`src/hdl/tsi_pkg.sv`:
```
package tsi_pkg;

  localparam int unsigned SampleW = 8;
  localparam int unsigned LevelW = 5;
  localparam int unsigned FadeW = 4;
  localparam int unsigned AxisW = 2;
  localparam int unsigned NumAxes = 3;

  localparam int unsigned PwmLevelsDefault = 20;
  localparam int unsigned FadeDivideDefault = 10;

  localparam logic [SampleW-1:0] StartByte = 8'hFF;
  localparam logic [SampleW-1:0] LimitMax = 8'hFE;
  localparam logic [AxisW-1:0] AxisFirst = 2'd1;
  localparam logic [AxisW-1:0] AxisLast = 2'd3;
  localparam logic [SampleW-1:0] LimitReset = 8'd150;
  localparam logic [SampleW-1:0] RestResetX = 8'd128;
  localparam logic [SampleW-1:0] RestResetY = 8'd128;
  localparam logic [SampleW-1:0] RestResetZ = 8'd157;

  typedef enum logic [1:0] {
    KIND_SAMPLE = 2'd0,
    KIND_PWM    = 2'd1,
    KIND_RX     = 2'd2
  } kind_e;

  typedef enum logic [1:0] {
    CFG_REST_X = 2'd0,
    CFG_REST_Y = 2'd1,
    CFG_REST_Z = 2'd2
  } cfg_idx_e;

  typedef struct packed {
    logic [1:0]                      kind;
    logic [NumAxes-1:0][SampleW-1:0] accel;
    logic [SampleW-1:0]              rx_byte;
  } item_t;

  typedef struct packed {
    logic               has_result;
    logic               echo;
    logic [2:0]         leds;
    logic [AxisW-1:0]   axis;
    logic [SampleW-1:0] limit;
  } res_req_t;

endpackage

```
`src/hdl/three_axis_shock_indicator.sv`:
```
// Flow: an item is registered on acceptance and processed from that register;
//   its result is registered in the output stage when the item is consumed,
//   which waits while that stage owes beats. Throughput: one item per cycle
//   unless the input stalls; a pwm result takes one output beat, an echo
//   holds the result register for three beats, limited by the output side.
// Reset (async, active low): brightness, phases and counters clear, trip
//   limits go to 150, rest levels to 128/128/157, no beat pending.
module three_axis_shock_indicator #(
  parameter int unsigned PWM_LEVELS = tsi_pkg::PwmLevelsDefault,
  parameter int unsigned FADE_DIVIDE = tsi_pkg::FadeDivideDefault
) (
  input  logic                         clk_i,
  input  logic                         rst_ni,
  // configuration write port
  input  logic                         cfg_we_i,
  input  logic [1:0]                   cfg_index_i,
  input  logic [tsi_pkg::SampleW-1:0]  cfg_data_i,
  // event channel
  input  logic                         in_valid_i,
  output logic                         in_stall_o,
  input  logic [1:0]                   kind_i,
  input  logic [tsi_pkg::SampleW-1:0]  accel_x_i,
  input  logic [tsi_pkg::SampleW-1:0]  accel_y_i,
  input  logic [tsi_pkg::SampleW-1:0]  accel_z_i,
  input  logic [tsi_pkg::SampleW-1:0]  rx_byte_i,
  // result channel
  output logic                         out_valid_o,
  input  logic                         out_stall_i,
  output logic [2:0]                   led_bits_o,
  output logic                         tx_valid_o,
  output logic [tsi_pkg::SampleW-1:0]  tx_byte_o,
  output logic                         last_o
);

  logic [tsi_pkg::NumAxes-1:0][tsi_pkg::SampleW-1:0] rest_q;
  tsi_pkg::item_t    item_q;
  logic              item_valid_q;
  logic              accept;
  logic              fire;
  logic              out_free;
  tsi_pkg::res_req_t req;

  // Rest levels: plain write port, unknown index dropped
  always_ff @(posedge clk_i or negedge rst_ni) begin
    if (!rst_ni) begin
      rest_q[0] <= tsi_pkg::RestResetX;
      rest_q[1] <= tsi_pkg::RestResetY;
      rest_q[2] <= tsi_pkg::RestResetZ;
    end else if (cfg_we_i) begin
      case (cfg_index_i)
        tsi_pkg::CFG_REST_X: rest_q[0] <= cfg_data_i;
        tsi_pkg::CFG_REST_Y: rest_q[1] <= cfg_data_i;
        tsi_pkg::CFG_REST_Z: rest_q[2] <= cfg_data_i;
        default: ;
      endcase
    end
  end

  // The held item is consumed unless it produces a result and the result
  // register still owes beats of an earlier one. Items without results
  // (samples, most bytes) never wait on the output side.
  assign fire = item_valid_q && (!req.has_result || out_free);
  assign in_stall_o = item_valid_q && !fire;
  assign accept = in_valid_i && !in_stall_o;

  always_ff @(posedge clk_i or negedge rst_ni) begin
    if (!rst_ni) begin
      item_valid_q <= 1'b0;
    end else if (accept) begin
      item_valid_q <= 1'b1;
    end else if (fire) begin
      item_valid_q <= 1'b0;
    end
  end

  // Input beat payload: load on accept, no reset needed
  always_ff @(posedge clk_i) begin
    if (accept) begin
      item_q.kind <= kind_i;
      item_q.accel <= {accel_z_i, accel_y_i, accel_x_i};
      item_q.rx_byte <= rx_byte_i;
    end
  end

  tsi_core #(
    .PWM_LEVELS (PWM_LEVELS),
    .FADE_DIVIDE(FADE_DIVIDE)
  ) u_core (
    .clk_i (clk_i),
    .rst_ni(rst_ni),
    .fire_i(fire),
    .item_i(item_q),
    .rest_i(rest_q),
    .req_o (req)
  );

  tsi_out u_out (
    .clk_i      (clk_i),
    .rst_ni     (rst_ni),
    .fire_i     (fire),
    .req_i      (req),
    .free_o     (out_free),
    .out_valid_o(out_valid_o),
    .out_stall_i(out_stall_i),
    .led_bits_o (led_bits_o),
    .tx_valid_o (tx_valid_o),
    .tx_byte_o  (tx_byte_o),
    .last_o     (last_o)
  );

  assert property (@(posedge clk_i) disable iff (!rst_ni)
                   in_stall_o |-> item_valid_q && req.has_result && !out_free)
    else $error("input stalled without a blocking result");

  assert property (@(posedge clk_i) disable iff (!rst_ni)
                   item_valid_q && !req.has_result |-> !in_stall_o)
    else $error("resultless item held back");

  assert property (@(posedge clk_i) disable iff (!rst_ni)
                   fire && req.has_result |=> out_valid_o)
    else $error("result lost after processing");

endmodule

```
`src/hdl/tsi_core.sv`:
```
module tsi_core #(
  parameter int unsigned PWM_LEVELS = tsi_pkg::PwmLevelsDefault,
  parameter int unsigned FADE_DIVIDE = tsi_pkg::FadeDivideDefault
) (
  input  logic                                                clk_i,
  input  logic                                                rst_ni,
  input  logic                                                fire_i,
  input  tsi_pkg::item_t                                      item_i,
  input  logic [tsi_pkg::NumAxes-1:0][tsi_pkg::SampleW-1:0]   rest_i,
  output tsi_pkg::res_req_t                                   req_o
);

  localparam logic [tsi_pkg::LevelW-1:0] LevelFull = tsi_pkg::LevelW'(PWM_LEVELS);
  localparam logic [tsi_pkg::FadeW-1:0] FadeLimit = tsi_pkg::FadeW'(FADE_DIVIDE);

  typedef enum logic [1:0] {
    PH_START = 2'd0,
    PH_AXIS  = 2'd1,
    PH_LIMIT = 2'd2
  } phase_e;

  logic [tsi_pkg::NumAxes-1:0][tsi_pkg::LevelW-1:0]  level_q, level_d;
  logic [tsi_pkg::NumAxes-1:0][tsi_pkg::SampleW-1:0] limit_q, limit_d;
  logic [tsi_pkg::NumAxes-1:0][tsi_pkg::SampleW-1:0] diff;
  logic [tsi_pkg::NumAxes-1:0][tsi_pkg::LevelW-1:0]  level_hit;
  logic [tsi_pkg::LevelW-1:0]  pwm_q, pwm_d, pwm_inc;
  logic [tsi_pkg::FadeW-1:0]   fade_q, fade_d, fade_inc;
  phase_e                      phase_q, phase_d;
  logic [tsi_pkg::AxisW-1:0]   axis_q, axis_d;

  // Per-axis deviation and trip check
  always_comb begin
    for (int i = 0; i < tsi_pkg::NumAxes; i++) begin
      diff[i] = (item_i.accel[i] > rest_i[i]) ? item_i.accel[i] - rest_i[i]
                                              : rest_i[i] - item_i.accel[i];
      level_hit[i] = (diff[i] >= limit_q[i]) ? LevelFull : level_q[i];
    end
  end

  assign fade_inc = fade_q + 1'b1;
  assign pwm_inc = pwm_q + 1'b1;

  always_comb begin
    level_d = level_q;
    limit_d = limit_q;
    pwm_d = pwm_q;
    fade_d = fade_q;
    phase_d = phase_q;
    axis_d = axis_q;
    req_o = '0;
    case (item_i.kind)
      tsi_pkg::KIND_SAMPLE: begin
        level_d = level_hit;
        if (fade_inc >= FadeLimit) begin
          fade_d = '0;
          for (int i = 0; i < tsi_pkg::NumAxes; i++) begin
            if (level_hit[i] != '0) begin
              level_d[i] = level_hit[i] - 1'b1;
            end
          end
        end else begin
          fade_d = fade_inc;
        end
      end
      tsi_pkg::KIND_PWM: begin
        req_o.has_result = 1'b1;
        for (int i = 0; i < tsi_pkg::NumAxes; i++) begin
          req_o.leds[i] = pwm_q < level_q[i];
        end
        pwm_d = (pwm_inc >= LevelFull) ? '0 : pwm_inc;
      end
      tsi_pkg::KIND_RX: begin
        case (phase_q)
          PH_START: begin
            if (item_i.rx_byte == tsi_pkg::StartByte) begin
              phase_d = PH_AXIS;
            end
          end
          PH_AXIS: begin
            if (item_i.rx_byte >= 8'(tsi_pkg::AxisFirst) &&
                item_i.rx_byte <= 8'(tsi_pkg::AxisLast)) begin
              axis_d = item_i.rx_byte[tsi_pkg::AxisW-1:0];
              phase_d = PH_LIMIT;
            end else begin
              phase_d = PH_START;
            end
          end
          PH_LIMIT: begin
            phase_d = PH_START;
            if (item_i.rx_byte <= tsi_pkg::LimitMax) begin
              if (axis_q != '0) begin
                limit_d[axis_q - 1'b1] = item_i.rx_byte;
              end
              req_o.has_result = 1'b1;
              req_o.echo = 1'b1;
              req_o.axis = axis_q;
              req_o.limit = item_i.rx_byte;
            end
          end
          default: phase_d = PH_START;
        endcase
      end
      default: ;
    endcase
  end

  always_ff @(posedge clk_i or negedge rst_ni) begin
    if (!rst_ni) begin
      level_q <= '0;
      limit_q <= {tsi_pkg::NumAxes{tsi_pkg::LimitReset}};
      pwm_q <= '0;
      fade_q <= '0;
      phase_q <= PH_START;
      axis_q <= '0;
    end else if (fire_i) begin
      level_q <= level_d;
      limit_q <= limit_d;
      pwm_q <= pwm_d;
      fade_q <= fade_d;
      phase_q <= phase_d;
      axis_q <= axis_d;
    end
  end

  for (genvar g = 0; g < tsi_pkg::NumAxes; g++) begin : g_lvl_chk
    assert property (@(posedge clk_i) disable iff (!rst_ni) level_q[g] <= LevelFull)
      else $error("brightness above full scale");
  end

  assert property (@(posedge clk_i) disable iff (!rst_ni) pwm_q < LevelFull)
    else $error("pwm phase out of range");

  assert property (@(posedge clk_i) disable iff (!rst_ni)
                   phase_q == PH_LIMIT |-> axis_q != '0)
    else $error("limit phase without a pending axis");

endmodule

```
`src/hdl/tsi_out.sv`:
```
module tsi_out (
  input  logic                          clk_i,
  input  logic                          rst_ni,
  input  logic                          fire_i,
  input  tsi_pkg::res_req_t             req_i,
  output logic                          free_o,
  output logic                          out_valid_o,
  input  logic                          out_stall_i,
  output logic [2:0]                    led_bits_o,
  output logic                          tx_valid_o,
  output logic [tsi_pkg::SampleW-1:0]   tx_byte_o,
  output logic                          last_o
);

  typedef enum logic [1:0] {
    BEAT_START = 2'd0,
    BEAT_AXIS  = 2'd1,
    BEAT_LIMIT = 2'd2
  } beat_e;

  logic                         valid_q;
  logic                         echo_q;
  logic [2:0]                   leds_q;
  logic [tsi_pkg::AxisW-1:0]    axis_q;
  logic [tsi_pkg::SampleW-1:0]  limit_q;
  beat_e                        beat_q;
  logic                         take;

  assign take = valid_q && !out_stall_i;
  assign last_o = !echo_q || beat_q == BEAT_LIMIT;
  assign free_o = !valid_q || (take && last_o);

  assign out_valid_o = valid_q;
  assign led_bits_o = echo_q ? 3'b000 : leds_q;
  assign tx_valid_o = echo_q;

  always_comb begin
    tx_byte_o = '0;
    if (echo_q) begin
      case (beat_q)
        BEAT_START: tx_byte_o = tsi_pkg::StartByte;
        BEAT_AXIS:  tx_byte_o = tsi_pkg::SampleW'(axis_q);
        BEAT_LIMIT: tx_byte_o = limit_q;
        default:    tx_byte_o = '0;
      endcase
    end
  end

  always_ff @(posedge clk_i or negedge rst_ni) begin
    if (!rst_ni) begin
      valid_q <= 1'b0;
      echo_q <= 1'b0;
      beat_q <= BEAT_START;
    end else if (fire_i && req_i.has_result) begin
      valid_q <= 1'b1;
      echo_q <= req_i.echo;
      beat_q <= BEAT_START;
    end else if (take) begin
      if (last_o) begin
        valid_q <= 1'b0;
      end else begin
        beat_q <= (beat_q == BEAT_START) ? BEAT_AXIS : BEAT_LIMIT;
      end
    end
  end

  // Payload holds until the next result is loaded
  always_ff @(posedge clk_i) begin
    if (fire_i && req_i.has_result) begin
      leds_q <= req_i.leds;
      axis_q <= req_i.axis;
      limit_q <= req_i.limit;
    end
  end

  assert property (@(posedge clk_i) disable iff (!rst_ni)
                   fire_i && req_i.has_result |-> free_o)
    else $error("result register overwritten before last beat");

  assert property (@(posedge clk_i) disable iff (!rst_ni)
                   valid_q && !echo_q |-> beat_q == BEAT_START)
    else $error("pwm result advanced beat counter");

  assert property (@(posedge clk_i) disable iff (!rst_ni)
                   take && echo_q && beat_q == BEAT_START && !fire_i
                   |=> valid_q && beat_q == BEAT_AXIS)
    else $error("echo beat sequence broken");

endmodule

```
`config.mk`:
```
export PLATFORM = sky130hd
export DESIGN_NAME = three_axis_shock_indicator
export DESIGN_NICKNAME = d
export VERILOG_FILES = /design/src/hdl/tsi_pkg.sv /design/src/hdl/three_axis_shock_indicator.sv /design/src/hdl/tsi_core.sv /design/src/hdl/tsi_out.sv
export SDC_FILE = /design/constraint.sdc
export NUM_CORES = 1
export LEC_CHECK = 0
export ABC_AREA = 0
export BUFFER_PORTS_ARGS = -buffer_cell sky130_fd_sc_hd__buf_2
export CELL_PAD_IN_SITES_DETAIL_PLACEMENT = 2
export CELL_PAD_IN_SITES_GLOBAL_PLACEMENT = 2
export CORE_UTILIZATION = 39
export DETAILED_ROUTE_END_ITERATION = 8
export PLACE_DENSITY = 0.84
export SYNTH_ARGS = -nofsm -noshare
export SYNTH_HDL_FRONTEND = slang
export SYNTH_SLANG_ARGS = --single-unit
export TNS_END_PERCENT = 5
```
`constraint.sdc`:
```
create_clock -name clk_i -period 9.25 [get_ports clk_i]
set_input_delay 0 -clock clk_i [delete_from_list [all_inputs] [get_ports clk_i]]
set_output_delay 0 -clock clk_i [all_outputs]
set_load 0.1 [all_outputs]
```
==> run_results.csv <==
group,metric,value,unit
outcome,outcome,"complete, no violations",
yosys,syn_inst,795,
die,die_area,0.0223,mm^2
cts,cts-buffers-inserted,17,
sta,finalCritPeriodShare,57.2,%
routing,wl_per_cell,25.7,um
cts,clk_latency,0.45,ns
routing,drc,0,
global_routing,grt_pass1_wl,47700,um
die,start_util,40.0,%
routing,drtAntennaViolNets,0,
pwr,ir_worst_vdd,152,uV
sta,worst_pin_slew,1.22,ns
cts,cts_sinks,128,
place,dp_hpwl,18100,um
critical_path,critPathMaxFanout,9,
routing,drt_first_iter_violations,273,
die,die_h,149,um
yosys,synth_top_area_share,18.3,%
yosys,ys.flop_type,"dfrtp_1",
critical_path,r2r_end,"u_core.level_q[7]",
sta,fmaxAchievable,189,MHz
critical_path,rr_worst_depth,20,
sta,fin_skew,0.0166,ns
global_routing,overflow,0,
critical_path,r2r_slack,3.96,ns
global_routing,grt_pass1_vias,7970,
yosys,synthTopCellsByArea,"dfrtp_1 (18%), edfxtp_1 (17%), ha_1 (13%)",
critical_path,cp-end-kind,"flop",
pwr,power_density,251,mW/mm^2
global_routing,grt_max_degree,45,
finish,post-route-util,47.9,%
yosys,ys_seq_area_share,40.9,%
finish,final_cells,1187,
sta,finalHoldViolCount,0,
sta,setup_slack,3.96,ns
place,place_congestion,0.776,
pwr,power.leakage,4.61,nW
routing,wl,30500,um
routing,avgViaCountPerCell,5.69,
place,dp_cells,1110,
yosys,synth_area,0.00847,mm^2
pwr,power,2.55,mW
yosys,synthArstFlopShare,63.3,%
yosys,synth_cell_types,69,
cts,tritoncts,"yes",
run,cap_viol_max_count,0,
critical_path,crit_chain,"inv_1, ha_1, nand4_1, or2_1, o21ai_4, mux2_1, a21oi_1, xnor2_1, ha_1, a21o_1, a21o_1, a21oi_1, o31a_1, nand2_1, ha_1, nand3_1, nor2_1, nor4b_1, mux2i_1, o21ai_1",
yosys,synth_edf_count,47,
cts,ctsRootBufferMaster,"clkbuf_16",
die,num_io_pins,64,
sta,fin_crit,5.29,ns
finish,fin_nets,1044,
yosys,ys_seq_elements,128,
critical_path,required,9.61,ns
critical_path,path_delay_family,"compound AO/OA/AOI/OAI gates",
place,place_ws,4.39,ns
finish,antenna_cells,0,
cts,cts_resized,0,
routing,num_vias,6752,
sta,slew-limit-headroom,18.5,%
worst_hold_path,hold_path_class,"in2async",
finish,final_common_cell,"inv_1",
finish,area_delta_synth_final,19.7,%
place,portBuffers,63,
critical_path,crit_arrival,5.65,ns
die,core,0.0212,mm^2
critical_path,r2r_start,"rest_q[13]",
critical_path,cpMostUsedCell,"ha_1",
critical_path,crit_buf_inv,1,
finish,drive_above_1_share,19.3,%
global_routing,antenna_found_initial,0,
yosys,syn_nets,940,
critical_path,critPathLaunchType,"flop",
finish,final_cell_mix,"inv_1 (98), ha_1 (90), buf_2 (62), dfrtp_1 (62)",
die,dieWidth,149,um
sta,setup_viol,0,
die,rows,53,
critical_path,startpoint,"rest_q[13]",
cts,clk_path_buf_depth,2,
routing,dr.pass1.iters,4,
cts,clkTransAtPathRegs,0.06,ns
sta,rsz0062_at_grt,"no",
critical_path,crit_path_max_incr_delay,0.52,ns
yosys,avgSynthCellArea,10.7,um^2
yosys,yosysWarningCount,0,
sta,slew_violations,0,
critical_path,slowest_stage,"ha_1",
cts,htree_levels,4,
sta,setup_tns,0,ns
global_routing,grtUsageTotal,28.8,%
yosys,yosysTopAreaCell,"dfrtp_1",
critical_path,critPathKind,"reg2reg",
[cell type report]
cell class / instances / area (um^2)
Clock buffer: 20 / 468
Inverter: 98 / 368
Sequential cell: 128 / 3460
Clock inverter: 12 / 204
Tap cell: 275 / 344
Fill cell: 2103 / 11000
Timing Repair Buffer: 112 / 798
Multi-Input combinational cell: 542 / 4490
[cell usage after synthesis, types with 14 or more instances]
cell type  number
inv_1          98
ha_1           90
dfrtp_1        62
edfxtp_1       47
nand2_1        47
a21oi_1        45
o21ai_0        27
a21o_1         25
o21ai_1        23
mux2_1         20
dfstp_2        19
mux2_2         19
mux2i_1        18
nor2_1         17
mux2_4         16
xnor2_1        16
buf_2          14
nand2b_1       14
nand4_1        14
[power breakdown]
| part | internal [mW] | switching [mW] |
|---|---|---|
| Sequential | 0.666 | 0.104 |
| Combinational | 0.395 | 0.584 |
| Clock | 0.503 | 0.294 |
[how the worst max path moves through the flow]
stage / to / slack, ns / depth (start not counted)
after floorplan: item_q[0] / 4.96 / 5
after global placement: u_core.level_q[7] / 4.74 / 19
after detailed placement: u_core.level_q[7] / 4.39 / 22
after CTS: u_core.level_q[7] / 4.13 / 22
after global routing: u_core.level_q[7] / 3.77 / 20
final: u_core.level_q[7] / 3.96 / 20
[layer usage]
layer	global-route usage, %	part of all wire [%]	vias up
li1	-	-	3019
met1	32.8	41	3526
met2	53.0	54	150
met3	4.92	3.4	57
met4	11.1	2.4	0
met5	0	0	-
[repair_timing]
| item | in CTS | in global routing |
|---|---|---|
| endpoints found under the hold margin | 98 | 0 |
| hold buffers | 45 | 0 |
| buffers inserted | 0 | 0 |
[state kept, by name, summed over array words and instances (netlist names)]
name / flops
u_core.pwm_q: 5
u_out.out_valid_o: 1
u_out.limit_q: 8
u_core.phase_q: 2
u_out.beat_q: 2
item_q: 34
u_out.axis_q: 2
u_core.limit_q: 24
u_out.leds_q: 3
u_core.level_q: 15
u_core.axis_q: 2
item_valid_q: 1
u_core.fade_q: 4
rest_q: 24
u_out.tx_valid_o: 1
[stage by stage]
step,hold slack (ns),cell area [um^2]
after floorplan,-0.296,8470
after global placement,0.0204,9020
after detailed placement,0.0207,9020
after CTS,0.0640,10100
after global routing,0.125,10100
final,0.0738,10100
[cells by family (layout without fill, tap and decap cells)]
logic type | count (synthesis) | count (layout) | share of synthesized area [%]
compound gates | 179 | 179 | 14.0
xor+xnor | 21 | 21 | 2.17
fa+ha+maj | 96 | 96 | 14.7
buf+inv | 125 | 242 | 6.15
flops | 128 | 128 | 40.9
mux | 73 | 73 | 10.1
simple gates | 173 | 173 | 11.9
[worst register-to-register path, stage by stage (launching register included)]
cell and delay [ns]:
dfrtp_1 0.40, inv_1 0.08, ha_1 0.52, nand4_1 0.25, or2_1 0.35, o21ai_4 0.20
mux2_1 0.37, a21oi_1 0.20, xnor2_1 0.17, ha_1 0.29, a21o_1 0.17, a21o_1 0.18
a21oi_1 0.18, o31a_1 0.41, nand2_1 0.17, ha_1 0.28, nand3_1 0.19, nor2_1 0.15
nor4b_1 0.37, mux2i_1 0.13, o21ai_1 0.14
Power figures use the tool's default switching activity.
